### src/rtl/assert_macros.svh
`ifndef ASSERT_MACROS_SVH
`define ASSERT_MACROS_SVH
// Concurrent checks sampled on i_clk, masked while i_rst_n is low.
`define ASSERT_IMPLY(label, ante, cons, msg) \
    label: assert property (@(posedge i_clk) disable iff (!i_rst_n) (ante) |-> (cons)) \
        else $error(msg);
`define ASSERT_NEXT(label, ante, cons, msg) \
    label: assert property (@(posedge i_clk) disable iff (!i_rst_n) (ante) |=> (cons)) \
        else $error(msg);
`endif

### src/rtl/tsnm_pkg.sv
`default_nettype none
package tsnm_pkg;
    localparam int FRAC_BITS_DEF = 14;
    localparam int UNIT_FRAC     = 30;             // unit vectors are Q30
    localparam int COMP_W        = 16;             // N, T and result components
    localparam int TEX_W         = 8;
    localparam int TX_W          = TEX_W + 1;      // signed texel - 128
    localparam int CROSS_W       = 2 * COMP_W + 1; // exact N x T component
    localparam int MAG_W         = UNIT_FRAC + 1;  // normalized magnitude
    localparam int SUM_W         = 64;             // sum of squares, remainders
    localparam int ROOT_W        = SUM_W / 2;
    localparam int QUO_W         = UNIT_FRAC + 1;
    localparam int UNIT_W        = 32;             // signed Q30 unit component
    localparam int OUT_MAX       = 32767;
    localparam int NORM_LSB      = 0;
    localparam int TANG_LSB      = 3 * COMP_W;
    localparam int TEX_LSB       = 6 * COMP_W;
    localparam int IN_DATA_W     = 6 * COMP_W + 3 * TEX_W;
    localparam int OUT_DATA_W    = 3 * COMP_W;

    typedef logic [2:0][COMP_W-1:0] t_vec16;
    typedef logic [2:0][TEX_W-1:0]  t_texel;
    typedef logic [2:0][UNIT_W-1:0] t_unit;
    typedef logic [2:0][MAG_W-1:0]  t_mag;
endpackage
`default_nettype wire

### src/rtl/tsnm_perturb.sv
`default_nettype none
module tsnm_perturb
    import tsnm_pkg::*;
#(
    parameter int FRAC_BITS = FRAC_BITS_DEF,
    parameter int PW        = 49
) (
    input  wire logic               i_clk,
    input  wire logic               i_rst_n,
    input  wire logic               i_en,
    input  wire logic               i_valid,
    input  wire t_vec16             i_normal,
    input  wire t_vec16             i_tangent,
    input  wire t_unit              i_unit,
    input  wire t_texel             i_texel,
    input  wire logic               i_degen,
    output logic                    o_valid,
    output logic [2:0][PW-1:0]      o_pert,
    output logic                    o_degen
);
    localparam int WSH = UNIT_FRAC - FRAC_BITS;

    // P = T*tx + B*ty + N*tz with B = -U, so the U term subtracts
    logic signed [TX_W-1:0]          tc [3];
    logic signed [COMP_W+TX_W-1:0]   r_tp [3];
    logic signed [UNIT_W+TX_W-1:0]   r_up [3];
    logic signed [COMP_W+TX_W-1:0]   r_np [3];
    logic [2:0][PW-1:0]              r_pert;
    logic                            r_v1;
    logic                            r_v2;
    logic                            r_dg1;
    logic                            r_dg2;

    always_comb begin
        for (int k = 0; k < 3; k++) begin
            tc[k] = $signed(TX_W'(i_texel[k]) - TX_W'(128));
        end
    end

    always_ff @(posedge i_clk) begin
        if (!i_rst_n) begin
            r_v1 <= 1'b0;
            r_v2 <= 1'b0;
        end else if (i_en) begin
            r_v1 <= i_valid;
            r_v2 <= r_v1;
        end
    end

    always_ff @(posedge i_clk) begin
        if (i_en) begin
            for (int k = 0; k < 3; k++) begin
                r_tp[k]   <= $signed(i_tangent[k]) * tc[0];
                r_up[k]   <= $signed(i_unit[k]) * tc[1];
                r_np[k]   <= $signed(i_normal[k]) * tc[2];
                r_pert[k] <= (PW'(r_tp[k]) <<< WSH) - PW'(r_up[k]) + (PW'(r_np[k]) <<< WSH);
            end
            r_dg1 <= i_degen;
            r_dg2 <= r_dg1;
        end
    end

    assign o_valid = r_v2;
    assign o_pert  = r_pert;
    assign o_degen = r_dg2;
endmodule
`default_nettype wire

### config.mk
export PLATFORM = sky130hd
export DESIGN_NAME = tsnm_perturb
export DESIGN_NICKNAME = d
export VERILOG_FILES = /design/src/rtl/assert_macros.svh /design/src/rtl/tsnm_pkg.sv /design/src/rtl/tsnm_perturb.sv
export SDC_FILE = /design/constraint.sdc
export NUM_CORES = 2
export LEC_CHECK = 0
export BUFFER_PORTS_ARGS = -buffer_cell sky130_fd_sc_hd__buf_4
export CAP_MARGIN = 40
export CORE_UTILIZATION = 59
export CTS_BUF_LIST = sky130_fd_sc_hd__clkbuf_4 sky130_fd_sc_hd__clkbuf_8
export DETAILED_ROUTE_END_ITERATION = 12
export GPL_TIMING_DRIVEN = 0
export PLACE_DENSITY = 0.77
export SLEW_MARGIN = 10
export SYNTH_ARGS = -nofsm -noshare
export SYNTH_HDL_FRONTEND = slang
export SYNTH_SLANG_ARGS = --single-unit
### constraint.sdc
create_clock -name i_clk -period 11.6 [get_ports i_clk]
set_clock_uncertainty 0.1 [all_clocks]
set_input_delay 3.48 -clock i_clk [delete_from_list [all_inputs] [get_ports i_clk]]
set_output_delay 3.48 -clock i_clk [all_outputs]
set_load 0.02 [all_outputs]
== After elaboration in Yosys (flattened, before gate mapping) ==
Memory sizes are Yosys's and may differ from the RTL's.
Cells that the tools add are included.
Cells by class
  bitwise logic cells: 0
  multipliers: 9
  reduce and logical (&&, ||, !) cells: 0
  add/sub/neg operators: 9
  muxes and demuxes: 2
  div/mod/pow operators: 0
  shift-type cells: 0
  magnitude comparators: 0
  equality and inequality tests: 0
Operators by type and width (count)
  16-bit by 9-bit multiplier with 25-bit output: 6
  42-bit by 41-bit adder with 43-bit output: 3
  41-bit by 41-bit subtractor with 42-bit output: 3
  32-bit by 9-bit multiplier with 41-bit output: 3
  8-bit by 8-bit subtractor with 9-bit output, second input constant: 3
  1-bit two-way mux: 2
Word-level totals
  input bits: 221
  memories kept: 3
  bits in registers: 151
  latch bits: 0
  bits in read-only memories: 0
  bits in writable memories: 273
  word-level logic and storage cells: 30
Memories
  r_up: words 3, bits a word 41, rd ports 3, clocked after memory_dff 0, wr ports 3, line tsnm_perturb.sv:26  | logic signed [UNIT_W+TX_W-1:0] r_up [3];
  r_np: words 3, bits a word 25, rd ports 3, clocked after memory_dff 0, wr ports 3, line tsnm_perturb.sv:27  | logic signed [COMP_W+TX_W-1:0] r_np [3];
  r_tp: words 3, bits a word 25, rd ports 3, clocked after memory_dff 0, wr ports 3, line tsnm_perturb.sv:25  | logic signed [COMP_W+TX_W-1:0] r_tp [3];

== Depth between registers and ports, before layout ==
  depth in word-level cells: 2
  mapped depth: 25

== Least setup slack after synthesis ==
Ideal clock, no wire load.
  path type: in2reg
  start: input port i_texel[8] (netlist bit)
  end: memory r_up[0][81] (netlist bit) (data pin)
  required time: 11235 ps
  stages: 22
  path buffers: 3
  path slack: 1893 ps
  setup time: 265 ps
  data arrival time: 9342 ps
  cells stage by stage: clkbuf_1 clkbuf_1 clkbuf_1 nand2_1 fa_1 inv_1 fa_1 fa_1 fa_1 inv_1 fa_1 inv_1 ha_1 or3_1 o2111ai_1 a21oi_1 o41ai_1 o31a_1 o21ai_0 a221o_1 a221oi_1 xnor2_1
RTL lines
  from (decl): line tsnm_perturb.sv:15  | input wire t_texel i_texel,
  to (decl): line tsnm_perturb.sv:26

==> flow_metrics.py <==
metrics = {
    "timing": {
        "fmax_mhz": 91.7,
        "slew_viol_final": 0,
        "rsz0062_at_grt": "no",
        "final_hold_viol_count": 0,
        "fin_crit_ns": 10.91,
        "tightest_slew_ns": 1.02,
        "setup_viol": 0,
        "fin_setup_tns_ns": 0,
        "fin_crit_sh_pct": 94.0,
        "slew_headroom_pct": 32.2,
    },
    "synth": {
        "synth.area.top_cells": "fa_1 (40%), edfxtp_1 (16%), ha_1 (11%)",
        "synth_seq_cells": 406,
        "yosysUniqueCellTypes": 76,
        "synth_area_sq_um": 75400,
        "synthCells": 7484,
        "synth_top_area_share_pct": 39.6,
        "syn-num-nets": 9832,
        "synth_top_cell_by_area": "fa_1",
        "synth_area_per_cell_sq_um": 10.1,
        "synth_edf_count": 404,
        "synth_flop_cell": "edfxtp_1",
        "ys_seq_area_share_pct": 16.1,
        "synth_warnings": 0,
        "async_reset_ff_share_pct": 0,
    },
    "drt": {
        "wl_per_cell_um": 21.2,
        "first_iter_violations": 4667,
        "drcViolationCount": 0,
        "via_per_inst": 5.65,
        "first_pass_iters": 8,
        "drtAntennaViolNets": 0,
        "via_count": 54500,
        "wl_um": 204000,
    },
    "finish": {
        "drive_above_1_share_pct": 6.95,
        "area_growth_pct": 8.50,
        "layout.nets": 10300,
    },
    "grt": {
        "grt_pass1_wl_um": 325000,
        "antenna_found_initial": 36,
        "grt_max_degree": 120,
        "grt.total_usage_pct": 33.0,
        "grt-ovfl-total": 0,
        "grt_pass1_vias": 58000,
    },
    "die": {
        "fp.dieH_um": 360,
        "initial_core_util_pct": 59.8,
        "die_area_sq_um": 129000,
        "fp-row-count": 130,
        "die_w_um": 360,
        "top_level_ports": 370,
        "core_area_sq_um": 126000,
    },
    "clock_tree": {
        "cts_root_buf": "clkbuf_8",
        "insertion_delay_ns": 0.81,
        "clkSinkCount": 406,
        "cts_buffer_depth": 3,
        "clkTransAtPathRegs_ns": 0.06,
        "cts_hold_buf": 0,
        "cts_tree": "yes",
        "cts_buffers": 76,
        "cts_setup_buffers": 0,
        "cts_resized": 0,
        "h-tree-depth": 3,
    },
    "worst_setup_path": {
        "cp-start-kind": "primary input",
        "crit_type": "primary input to flip-flop",
        "critPathMaxFanout": 10,
        "critPathRequiredTime_ns": 11.97,
        "cp.arrival_ns": 11.27,
        "end_kind": "flip-flop",
    },
    "hold_path": {
        "holdCritPathClass": "flip-flop to flip-flop",
    },
    "placement": {
        "dp_hpwl_um": 169000,
        "gp_congestion": 0.988,
        "portBuffers": 323,
    },
    "run_status": {
        "status": "completed",
    },
    "run": {
        "maxCapViolCount": 0,
    },
}
==> critical path: stages <==
cell and delay (ns):
clkbuf_1 0.31, clkbuf_1 0.75, clkbuf_1 0.60, nand2_1 0.19
fa_1 0.57, inv_1 0.05, fa_1 0.49, inv_1 0.05
fa_1 0.52, inv_1 0.05, fa_1 0.44, ha_1 0.29
ha_1 0.34, a21oi_1 0.11, nand4b_1 0.22, a31oi_1 0.54
o211a_1 0.24, o31ai_1 0.12, a2111oi_0 0.71, o21ai_0 0.34
a2111oi_0 0.51, a41oi_1 0.07, o311ai_0 0.26
==> state kept, by name, summed over array words and instances, names as in the netlist <==
| register | count |
|---|---|
| o_pert | 129 |
| r_up | 123 |
| r_np | 75 |
| r_tp | 75 |
| o_degen | 1 |
| o_valid | 1 |
| r_dg1 | 1 |
| r_v1 | 1 |
==> stage by stage <==
| stage | hold slack [ns] | utilization, % | instances | worst slack [ns] | area (sq um) |
|---|---|---|---|---|---|
| finish | 0.341 | 64.9 | 9650 | 0.693 | 81900 |
| global route | 0.344 | 64.8 | 9644 | 0.394 | 81800 |
| CTS | 0.340 | 64.8 | 9620 | 0.970 | 81800 |
| detailed placement | 0.326 | 63.6 | 9483 | 0.164 | 80300 |
| global placement | 0.319 | 63.3 | 9457 | 0.134 | 79900 |
| floorplan | 0.300 | - | 7484 | 1.89 | 75400 |
==> final timing paths <==
kind         startpoint          end  slack [ns]  depth (start not counted)
max reg2reg  r_tp[0][1]   o_pert[47]        6.46                         14
min reg2reg       r_dg1      o_degen        0.34                          0
min               r_dg1      o_degen        0.34                          0
max          i_texel[8]  r_up[0][80]        0.69                         23
==> cell usage after synthesis, types with 8 or more instances <==
cell type / instances
fa_1: 1491
inv_1: 1391
and2_1: 755
nand2_1: 717
ha_1: 636
edfxtp_1: 404
nor2_1: 325
xnor2_1: 276
a21oi_1: 207
nor2b_1: 196
clkbuf_1: 194
a21o_1: 114
o21ai_0: 104
xor2_1: 96
nand2b_1: 69
nor3_1: 56
o21a_1: 45
o21bai_1: 44
or2_2: 44
nand3_1: 40
a211oi_1: 29
buf_1: 19
buf_4: 18
and3_1: 17
o31ai_1: 16
a31oi_1: 12
nor4_1: 12
nand4_1: 11
o211ai_1: 10
or3_1: 9
a2111oi_0: 8
a211o_1: 8
a31o_2: 8
or4_1: 8
==> cell families after synthesis <==
group                      synth area share (%)
xor gates and xnor gates                   4.32
adders and majority gates                  50.1
buffers and inverters                      8.16
AOI/OAI and AO/OA                          5.80
and+or+nand+nor                            15.5
DFF                                        16.1
muxes                                    0.0265
==> cells in the final DEF (no fill, tap or decap), drive strengths merged, types with 11 or more instances in the layout <==
cell	instances
o31ai	17
and3	17
fa	1491
nor2	325
diode	29
nor4	13
buf	387
nor2b	196
a21o	114
inv	1397
nand2b	69
ha	636
nand4	11
xor2	96
xnor2	276
clkbuf	294
or2	44
o21bai	44
edfxtp	404
clkinv	26
o21a	45
a21oi	207
a211oi	30
nand2	717
nor3	56
nand3	40
and2	755
a31oi	12
o21ai	106
==> cell type report <==
cell class              instances  area [sq um]
repair buffers                350          2790
clock inverters                37           248
clock buffers                 100          1230
fillers                     10100         44400
multi-input cells            5456         57100
well taps                    1650          2060
diodes                         29          72.6
plain buffers                 231           935
inverters                    1391          5220
flip-flops and latches        406         12200
==> metal layers <==
layer  routed length [um]  share of wire [%]  track usage [%]  vias up
met5                  133              0.065                0        -
met2                94500                 46             51.9     2455
met3                20100                9.9             7.07      495
met4                10600                5.2             15.5       20
li1                     -                  -                -    24000
met1                79000                 39             43.7    27500
Power is left out: the tool's default activity adds up to more than one toggle a clock period on the data nets, which glitch-free logic cannot reach.
